### config.mk
export PLATFORM = sky130hd
export DESIGN_NAME = pal_cell
export DESIGN_NICKNAME = d
export VERILOG_FILES = /design/src/design/pal_pkg.sv /design/src/design/pal_cell.sv
export SDC_FILE = /design/constraint.sdc
export NUM_CORES = 1
export LEC_CHECK = 0
export BUFFER_PORTS_ARGS = -buffer_cell sky130_fd_sc_hd__buf_4
export CORE_MARGIN = 4
export CORE_UTILIZATION = 30
export DETAILED_ROUTE_END_ITERATION = 7
export PLACE_DENSITY_LB_ADDON = 0.05
export SYNTH_ARGS = -nofsm -noshare
export SYNTH_HDL_FRONTEND = slang
export SYNTH_SLANG_ARGS = --single-unit
### constraint.sdc
create_clock -name clk -period 2.3 [get_ports clk]
set_input_delay 0.23 -clock clk [delete_from_list [all_inputs] [get_ports clk]]
set_output_delay 0.23 -clock clk [all_outputs]
set_load 0.01 [all_outputs]
### src/design/pal_pkg.sv
// Shared definitions for the positional array list: operation and status codes,
// cell commands, controller states and default sizes.
// No dependencies.
package pal_pkg;

	localparam int DEFAULT_DEPTH      = 64;
	localparam int DEFAULT_DATA_WIDTH = 32;

	// Port field widths.
	localparam int VALUE_W = 32;
	localparam int POS_W   = 7;
	localparam int INDEX_W = 6;
	localparam int COUNT_W = 7;

	// Width of the positions carried to the cells; covers the largest supported depth.
	localparam int IDX_W = 11;

	typedef enum logic [1:0] {
		OP_TRAVERSE = 2'd0,
		OP_SEARCH   = 2'd1,
		OP_INSERT   = 2'd2,
		OP_DELETE   = 2'd3
	} op_t;

	typedef enum logic [1:0] {
		STAT_DONE     = 2'd0,
		STAT_REJECT   = 2'd1,
		STAT_NOTFOUND = 2'd2,
		STAT_EMPTY    = 2'd3
	} status_t;

	typedef enum logic [1:0] {
		CELL_HOLD,
		CELL_INSERT,
		CELL_DELETE,
		CELL_ROTATE
	} cell_op_t;

	typedef struct packed {
		cell_op_t          op;
		logic [IDX_W-1:0]  pos;
		logic [IDX_W-1:0]  tail;
	} cell_cmd_t;

	typedef enum logic {
		S_IDLE,
		S_SCAN
	} ctl_state_t;

endpackage

### src/design/pal_cell.sv
// One storage cell of the list chain: holds a single entry and takes a new one
// from its left or right neighbour, the head cell or the input word.
// Depends on pal_pkg.
module pal_cell #(
	parameter int DATA_WIDTH = pal_pkg::DEFAULT_DATA_WIDTH,
	parameter int IDX        = 0
) (
	input  logic                   clk,
	input  pal_pkg::cell_cmd_t     cmd,
	input  logic [DATA_WIDTH-1:0]  value,
	input  logic [DATA_WIDTH-1:0]  left,
	input  logic [DATA_WIDTH-1:0]  right,
	input  logic [DATA_WIDTH-1:0]  head,
	output logic [DATA_WIDTH-1:0]  q
);

	localparam logic [pal_pkg::IDX_W-1:0] IDX_C = pal_pkg::IDX_W'(IDX);

	logic [DATA_WIDTH-1:0] entry_q;
	logic [DATA_WIDTH-1:0] entry_nxt;

	always_comb begin
		entry_nxt = entry_q;
		unique case (cmd.op)
			pal_pkg::CELL_INSERT: begin
				priority if (IDX_C > cmd.pos) begin
					entry_nxt = left;
				end else if (IDX_C == cmd.pos) begin
					entry_nxt = value;
				end else begin
					entry_nxt = entry_q;
				end
			end
			pal_pkg::CELL_DELETE: begin
				if (IDX_C >= cmd.pos) begin
					entry_nxt = right;
				end
			end
			pal_pkg::CELL_ROTATE: begin
				// The cell at the tail of the list takes the head so that the list
				// comes back to its place after one full turn.
				priority if (IDX_C < cmd.tail) begin
					entry_nxt = right;
				end else if (IDX_C == cmd.tail) begin
					entry_nxt = head;
				end else begin
					entry_nxt = entry_q;
				end
			end
			default: begin
				entry_nxt = entry_q;
			end
		endcase
	end

	always_ff @(posedge clk) begin
		entry_q <= entry_nxt;
	end

	assign q = entry_q;

endmodule

==> results of run 1 <==
## final cells by class
type	count	area share, %
timing repair buffer	157	36.5
sequential	32	29.8
clock buffer	6	2.25
clock inverter	1	0.155
tap	75	2.91
multi-input combinational	74	28.4
## through the flow
step / hold WS, ns / worst slack (ns) / cells / instance area, um^2 / total power, W
after global routing: 0.236 / 0.853 / 345 / 3230 / 0.00157
after detailed placement: 0.533 / 0.589 / 338 / 3150 / 0.00111
after global placement: 0.531 / 0.595 / 338 / 3150 / 0.00110
after floorplan: 0.448 / 0.415 / 113 / 1930 / 0.000871
after CTS: 0.238 / 0.892 / 345 / 3230 / 0.00152
final: 0.248 / 0.915 / 345 / 3230 / 0.00149
## worst max-delay path, delay by kind of cell
| kind | cells | cell delay (ns) |
|---|---|---|
| mux | 2 | 0.64 |
| buf+inv | 2 | 0.53 |
## kinds of logic (layout without fill, tap and decap cells)
group	count (synthesis)	in the layout	share of synthesized area, %
mux	64	64	43.2
buf+inv	7	164	2.79
simple gates	9	9	3.76
flops	32	32	49.8
fa+ha+maj	1	1	0.518
## power by group
group | switching [W] | internal, W
logic | 0.000112 | 0.000272
clock network | 0.000195 | 0.000205
registers | 0.0000105 | 0.000694
## cell usage in the layout (no fill, tap or decap), types with 2 or more instances in the layout
cell type    n
clkbuf_8     5
buf_4      157
mux2_2      34
mux2_4      30
nor3_1       2
edfxtp_1    32
nor4_1       2
nor4_2       2
## how the worst max path moves through the flow
stage,end,slack [ns],cells past startpoint
after floorplan,q[0],0.41,3
after global placement,q[5],0.59,4
after detailed placement,q[23],0.59,4
after CTS,q[23],0.89,4
after global routing,q[5],0.85,4
final,q[23],0.91,4
## layer usage
layer | GRT usage (%) | wire [um]
met1 | 13.8 | 1780
met2 | 22.8 | 2700
met3 | 3.54 | 668
met4 | 4.95 | 40
met5 | 0 | 0
==> impl_metrics.env, run 1 <==
export IMPL_status="completed"
export IMPL_path_cells="buf_4, buf_4, mux2_2, mux2_4"
export IMPL_drv_cap=0
export IMPL_grt_pass1_vias=1573
export IMPL_core_mm2=0.00610
export IMPL_tns_ns=0
export IMPL_routabilityCongestion=0.654
export IMPL_rows=28
export IMPL_slowest_stage="mux2_2"
export IMPL_startpoint="cmd[23]"
export IMPL_pin_count=185
export IMPL_synth_top_area_cell="edfxtp_1"
export IMPL_p_leak_nw=1.55
export IMPL_root_buffer="clkbuf_8"
export IMPL_cpPeakStageDelay_ns=0.38
export IMPL_start_kind="primary input"
export IMPL_die_w_um=88.2
export IMPL_synth_edf_count=32
export IMPL_tritoncts="built"
export IMPL_area_growth_pct=67.1
export IMPL_synth_nets=266
export IMPL_max_slew_worst_pin_slew_ns=0.350
export IMPL_layout_drive_gt1_share_pct=85.2
export IMPL_grt_overflow_total=0
export IMPL_grt_pass1_wl_um=7380
export IMPL_min_path_cells=2
export IMPL_hold_path_startpoint="head[8]"
export IMPL_netlist_instances=113
export IMPL_synth_area_leaders="edfxtp_1, mux2_4, mux2_2"
export IMPL_n_fill_cell=561
export IMPL_largest_reg_flops=32
export IMPL_cts_hold_buffers=0
export IMPL_antenna_found_initial=0
export IMPL_seq_area_um2=961
export IMPL_endpoint_kind="flip-flop"
export IMPL_die_area_mm2=0.00778
export IMPL_clockBufferDepth=2
export IMPL_synth_top_flop_cell="edfxtp_1"
export IMPL_drt_iter0_drc=31
export IMPL_grt_start_max_net_pins=20
export IMPL_vias_per_cell=4.48
export IMPL_powerDensity_mw_per_mm2=462
export IMPL_multi_input_area_um2=916
export IMPL_fmax_ghz=0.722
export IMPL_first_pass_iters=4
export IMPL_cts_setup_buffers=0
export IMPL_cts_max_level=2
export IMPL_drc=0
export IMPL_grt_usage_pct=12.5
export IMPL_synth_most_common_cell="mux2_2"
export IMPL_antenna_left=0
export IMPL_ys_types=12
export IMPL_ys_async_sr_fraction_pct=0
export IMPL_critPathRequiredTime_ns=2.33
export IMPL_portBuffers=152
export IMPL_period_minus_slack_ns=1.39
export IMPL_vias=1545
export IMPL_hold_path_class="primary input to flip-flop"
export IMPL_start_util_pct=31.7
export IMPL_cts_resized=0
export IMPL_synth_seq_cells=32
export IMPL_crit_arrival_ns=1.41
export IMPL_syn_area_mm2=0.00193
export IMPL_totalWireLength_um=5190
export IMPL_hold_viol=0
export IMPL_maxSlewHeadroom_pct=76.6
export IMPL_cpMostUsedCell="buf_4"
export IMPL_layout_nets=423
export IMPL_fin_crit_sh_pct=60.2
export IMPL_setup_viol=0
export IMPL_cts_buffers=5
export IMPL_fin_util_pct=52.9
export IMPL_worstSetupPathType="primary input to flip-flop"
export IMPL_grt_setup_unrepaired="false"
export IMPL_wire_per_inst_um=15.0
export IMPL_seq_area_frac_synth_pct=49.8
export IMPL_slew_viol_final=0
export IMPL_antenna_cells=0
export IMPL_synth_top_area_share_pct=49.8
export IMPL_clkSinkCount=32
export IMPL_ir_drop_v=0.000230
export IMPL_min_to="q[8]"
export IMPL_dieHeight_um=88.2
export IMPL_yosysWarningCount=0
export IMPL_cp_max_fo=18
export IMPL_synth_common_cells="mux2_2, edfxtp_1, mux2_4"
export IMPL_synth_area_per_cell_um2=17.1
export IMPL_clk_pin_slew_ns=0.07
Power figures use the tool's default switching activity.
==> run 2: changes to the inputs <==
--- a/config.mk
+++ b/config.mk
@@ -5,6 +5,7 @@
 export SDC_FILE = /design/constraint.sdc
 export NUM_CORES = 1
 export LEC_CHECK = 0
+export ABC_AREA = 1
 export BUFFER_PORTS_ARGS = -buffer_cell sky130_fd_sc_hd__buf_4
 export CORE_MARGIN = 4
 export CORE_UTILIZATION = 30
==> constraint.sdc (replaced) <==
create_clock -name clk -period 1.1 [get_ports clk]
set_input_delay 0.11 -clock clk [delete_from_list [all_inputs] [get_ports clk]]
set_output_delay 0.11 -clock clk [all_outputs]
set_load 0.01 [all_outputs]
==> run 2 against run 1 <==
Worst hold slack got worse by 0.063 ns. Combinational power increased by 140%. Count of clock-buffer cells in the layout down 1. Core utilization shrank 2.7 points.
==> impl_metrics.env, run 2 <==
export IMPL_status="completed"
export IMPL_largest_reg_flops=32
export IMPL_synth_top_area_share_pct=40.0
export IMPL_seq_area_frac_synth_pct=40.0
export IMPL_yosysWarningCount=0
export IMPL_cts_hold_buffers=0
export IMPL_worstSetupPathType="primary input to flip-flop"
export IMPL_dieHeight_um=97.4
export IMPL_vias_per_cell=4.28
export IMPL_start_kind="primary input"
export IMPL_fin_crit_sh_pct=93.0
export IMPL_rows=32
export IMPL_critPathRequiredTime_ns=1.14
export IMPL_area_growth_pct=62.5
export IMPL_grt_start_max_net_pins=33
export IMPL_fmax_ghz=0.977
export IMPL_hold_viol=0
export IMPL_synth_area_leaders="edfxtp_1, nand2_1, inv_1"
export IMPL_totalWireLength_um=7620
export IMPL_place_ws_ns=-0.213
export IMPL_synth_most_common_cell="nand2_1"
export IMPL_antenna_cells=0
export IMPL_setup_slack_ns=0.0769
export IMPL_synth_seq_cells=32
export IMPL_vias=2666
export IMPL_p_seq_share_pct=42.2
export IMPL_cts_buffers=5
export IMPL_first_pass_iters=4
export IMPL_synth_top_area_cell="edfxtp_1"
export IMPL_multi_input_area_um2=965
export IMPL_start_util_pct=30.9
export IMPL_syn_area_mm2=0.00240
export IMPL_clockBufferDepth=2
export IMPL_ys_async_sr_fraction_pct=0
export IMPL_pwr_share_clk_pct=31.4
export IMPL_dp_final_hpwl_um=5920
export IMPL_clkSinkCount=32
export IMPL_grt_setup_unrepaired="false"
export IMPL_antenna_found_initial=0
export IMPL_core_mm2=0.00777
export IMPL_drt_iter0_drc=56
export IMPL_hold_path_class="primary input to flip-flop"
export IMPL_synth_common_cells="nand2_1, inv_1, nand3_1"
export IMPL_sw_frac_of_total_pct=24.8
export IMPL_grt_overflow_total=0
export IMPL_final_cell_mix="buf_4, inv_1, nand2_1"
export IMPL_hold_ws_ns=0.185
export IMPL_layout_drive_gt1_share_pct=34.2
export IMPL_period_minus_slack_ns=1.02
export IMPL_powerDensity_mw_per_mm2=903
export IMPL_drv_cap=0
export IMPL_place_area_mm2=0.00379
export IMPL_routabilityCongestion=0.804
export IMPL_antenna_left=0
export IMPL_synth_edf_count=32
export IMPL_cts_setup_buffers=0
export IMPL_endpoint_kind="flip-flop"
export IMPL_p_total_w=0.00352
export IMPL_p_int_w=0.00265
export IMPL_switching_power_w=0.000874
export IMPL_seq_area_um2=961
export IMPL_p_leak_nw=2.16
export IMPL_maxSlewHeadroom_pct=76.5
export IMPL_synth_area_per_cell_um2=6.59
export IMPL_die_w_um=97.4
export IMPL_grt_pass1_vias=2697
export IMPL_wire_per_inst_um=12.2
export IMPL_portBuffers=152
export IMPL_fin_area_mm2=0.00390
export IMPL_layout_nets=673
export IMPL_netlist_instances=364
export IMPL_final_common_cell="buf_4"
export IMPL_cp_max_fo=14
export IMPL_crit_arrival_ns=1.06
export IMPL_cts_max_level=2
export IMPL_tritoncts="built"
export IMPL_grt_usage_pct=15.8
export IMPL_setup_viol=0
export IMPL_die_area_mm2=0.00949
export IMPL_root_buffer="clkbuf_8"
export IMPL_n_fill_cell=815
export IMPL_clk_pin_slew_ns=0.07
export IMPL_pin_count=185
export IMPL_synth_top_flop_cell="edfxtp_1"
export IMPL_drc=0
export IMPL_pwr_share_comb_pct=26.4
export IMPL_slew_viol_final=0
export IMPL_max_slew_worst_pin_slew_ns=0.352
export IMPL_grt_pass1_wl_um=12300
export IMPL_ir_drop_v=0.000373
export IMPL_ys_types=17
export IMPL_synth_nets=517
export IMPL_cts_resized=0
-- run 2: area by class of cell --
type                            count  area share (%)
Inverter                          101            9.72
Multi-Input combinational cell    212            24.7
Clock inverter                      3           0.962
Tap cell                          102            3.27
Sequential cell                    32            24.6
Clock buffer                        5            1.76
Timing Repair Buffer              168            34.9
-- run 2: worst paths after layout --
path / startpoint / end / slack, ns / depth (start not counted)
max: cmd[8] / q[14] / 0.08 / 7
min: value[12] / q[12] / 0.18 / 5
-- run 2: critical path, cell delays in order --
cell	delay (ns)
buf_4	0.10
nor2_1	0.08
and2_1	0.26
buf_4	0.26
nand3_1	0.09
nand3_1	0.09
nand2_1	0.06
-- run 2: cell families after synthesis --
group | count (synthesis) | share of synthesized area, %
AO/OA/AOI/OAI | 32 | 6.67
AND/OR/NAND/NOR | 180 | 32.6
buffers and inverters | 120 | 20.7
flip-flops | 32 | 40.0
-- run 2: power groups by stage --
stage	clock network [W]	logic (W)	registers, W
after detailed placement	0	0.000944	0.00151
after global placement	0	0.000935	0.00151
after CTS	0.00116	0.000947	0.00149
after floorplan	0	0.000309	0.00156
final	0.00111	0.000930	0.00148
after global routing	0.00121	0.00104	0.00149
-- run 2: metrics by stage --
| step | utilization [%] | TNS (ns) | cells |
|---|---|---|---|
| 2_1_floorplan | - | -0.369 | 364 |
| 3_3_place_gp | 48.8 | -9.59 | 615 |
| 3_5_place_dp | 48.8 | -10.56 | 615 |
| 4_1_cts | 50.2 | 0 | 623 |
| 5_1_grt | 50.2 | 0 | 623 |
| 6_report | 50.2 | 0 | 623 |
-- run 2: routing by layer --
metal | global-route usage [%] | routed length, um | vias to the layer above
met5 | 0 | 0 | -
met3 | 5.38 | 710 | 6
met2 | 26.7 | 3620 | 102
li1 | - | - | 1419
met4 | 4.47 | 91 | 0
met1 | 18.9 | 3190 | 1139
==> run 3: changes to the inputs <==
==> constraint.sdc (replaced) <==
create_clock -name clk -period 1 [get_ports clk]
set_input_delay 0.15 -clock clk [delete_from_list [all_inputs] [get_ports clk]]
set_output_delay 0.15 -clock clk [all_outputs]
set_load 0.01 [all_outputs]
==> run 3 against run 2 <==
The flow now finishes with violations (negative setup slack). Die area did not move. First-iteration DRC count decreased by 38%. Non-clock buffer count grew 5. Core utilization up 7.0 points. Total power is 14% higher. Critical path type unchanged. Critical endpoint is now q[4]. Largest power group unchanged.
==> impl_metrics.env, run 3 (synthesized netlist as in run 2, its figures left out) <==
export IMPL_portBuffers=152
export IMPL_vias=2803
export IMPL_setup_viol=47
export IMPL_crit_arrival_ns=1.19
export IMPL_rows=32
export IMPL_grt_usage_pct=16.2
export IMPL_p_leak_nw=2.26
export IMPL_final_cell_mix="buf_4, inv_1, nand2_1"
export IMPL_antenna_left=0
export IMPL_clkSinkCount=32
export IMPL_area_growth_pct=85.3
export IMPL_place_ws_ns=-0.358
export IMPL_critPathRequiredTime_ns=1.16
export IMPL_maxSlewHeadroom_pct=76.0
export IMPL_n_fill_cell=717
export IMPL_vias_per_cell=4.46
export IMPL_hold_viol=0
export IMPL_worstSetupPathType="primary input to flip-flop"
export IMPL_die_area_mm2=0.00949
export IMPL_cp_top_family="simple AND/OR/NAND/NOR gates"
export IMPL_first_pass_iters=4
export IMPL_cpPeakStageDelay_ns=0.18
export IMPL_drt_met1_wl_um=3340
export IMPL_dp_final_hpwl_um=5920
export IMPL_hold_path_class="primary input to flip-flop"
export IMPL_totalWireLength_um=8250
export IMPL_met3_wirelength_um=671
export IMPL_wire_per_inst_um=13.1
export IMPL_path_buf_inv=3
export IMPL_wl_met2_um=4190
export IMPL_slowest_stage="clkbuf_16"
export IMPL_ir_drop_v=0.000432
export IMPL_powerDensity_mw_per_mm2=902
export IMPL_grt_setup_unrepaired="true"
export IMPL_violations="negative setup slack"
export IMPL_cts_hold_buffers=0
export IMPL_clockBufferDepth=2
export IMPL_dieHeight_um=97.4
export IMPL_slew_viol_final=0
export IMPL_grt_pass1_vias=2652
export IMPL_drv_cap=0
export IMPL_grt_overflow_total=0
export IMPL_layout_drive_gt1_share_pct=48.5
export IMPL_core_mm2=0.00777
export IMPL_layout_nets=678
export IMPL_fmax_ghz=0.966
export IMPL_root_buffer="clkbuf_8"
export IMPL_fin_crit_sh_pct=103
export IMPL_status="complete, but fails checks"
export IMPL_cts_max_level=2
export IMPL_cp_max_fo=6
export IMPL_max_slew_worst_pin_slew_ns=0.360
export IMPL_p_total_w=0.00401
export IMPL_grt_start_max_net_pins=33
export IMPL_hold_ws_ns=0.222
export IMPL_tritoncts="built"
export IMPL_path_cells="buf_6, nor2_4, nand2_2, nor2_4, buf_6, nand2_8, clkbuf_16, nand2_2, nand3_2, nand2_1"
export IMPL_cts_buffers=5
export IMPL_place_area_mm2=0.00398
export IMPL_die_w_um=97.4
export IMPL_setup_slack_ns=-0.0347
export IMPL_antenna_found_initial=0
export IMPL_fin_area_mm2=0.00445
export IMPL_grt_pass1_wl_um=12600
export IMPL_drc=0
export IMPL_drt_iter0_drc=35
export IMPL_antenna_cells=0
export IMPL_endpoint_kind="flip-flop"
export IMPL_start_kind="primary input"
export IMPL_period_minus_slack_ns=1.03
export IMPL_routabilityCongestion=0.825
export IMPL_routed_top_layer="met4"
export IMPL_final_common_cell="buf_4"
export IMPL_fin_util_pct=57.2
export IMPL_largest_reg_flops=32
export IMPL_start_util_pct=30.9
export IMPL_clk_pin_slew_ns=0.07
export IMPL_pin_count=185
[run 3: cell types whose count changed in the layout (fill, tap and decap cells not counted), moves of 2 or more]
cell and delta:
buf_12 +2, buf_4 -13, buf_6 +10, clkbuf_16 +5, nand2_1 -25, nand2_2 +17
nand2_4 +7, nand3_1 -43, nand3_2 +43, nor2_1 -3, nor2_4 +3
[run 3: cell type report]
type                    count  area [um^2]  area share, %
repair buffers            173         1560           35.0
multi-input cells         212         1320           29.6
flip-flops and latches     32          961           21.6
inverters                 101          379           8.53
well taps                 102          128           2.87
clock buffers               5         68.8           1.55
clock inverters             3         37.5          0.844
[run 3: worst paths after layout]
check / startpoint / endpoint / slack, ns / depth (start not counted)
max: cmd[1] / q[4] / -0.03 / 10
min: value[25] / q[25] / 0.22 / 5
[run 3: through the flow]
step / TNS (ns) / cells
after detailed placement: -19.26 / 614
after floorplan: -7.25 / 364
final: -0.593 / 628
after global routing: -3.70 / 628
after CTS: -0.0896 / 622
after global placement: -18.32 / 614
[run 3: layer usage]
metal	vias to the layer above	GRT usage, %
met3	5	4.45
met2	104	29.0
met1	1263	19.5
met5	-	0
li1	1431	-
met4	0	2.88
[run 3: what timing repair did]
| action | CTS | global route |
|---|---|---|
| pin swaps | 0 | 42 |
| endpoints found under the setup margin | 30 | 68 |
| gates resized for setup | 3 | 58 |
| cloned | 0 | 5 |
| setup buffers | 0 | 1 |
[run 3: power breakdown]
group	total, W	switching, W	internal (W)	leakage [nW]
combinational	0.00115	0.000510	0.000644	1.92
sequential	0.00164	0.0000311	0.00161	0.294
clock	0.00122	0.000495	0.000726	0.0532
total	0.00401	0.00104	0.00298	2.26
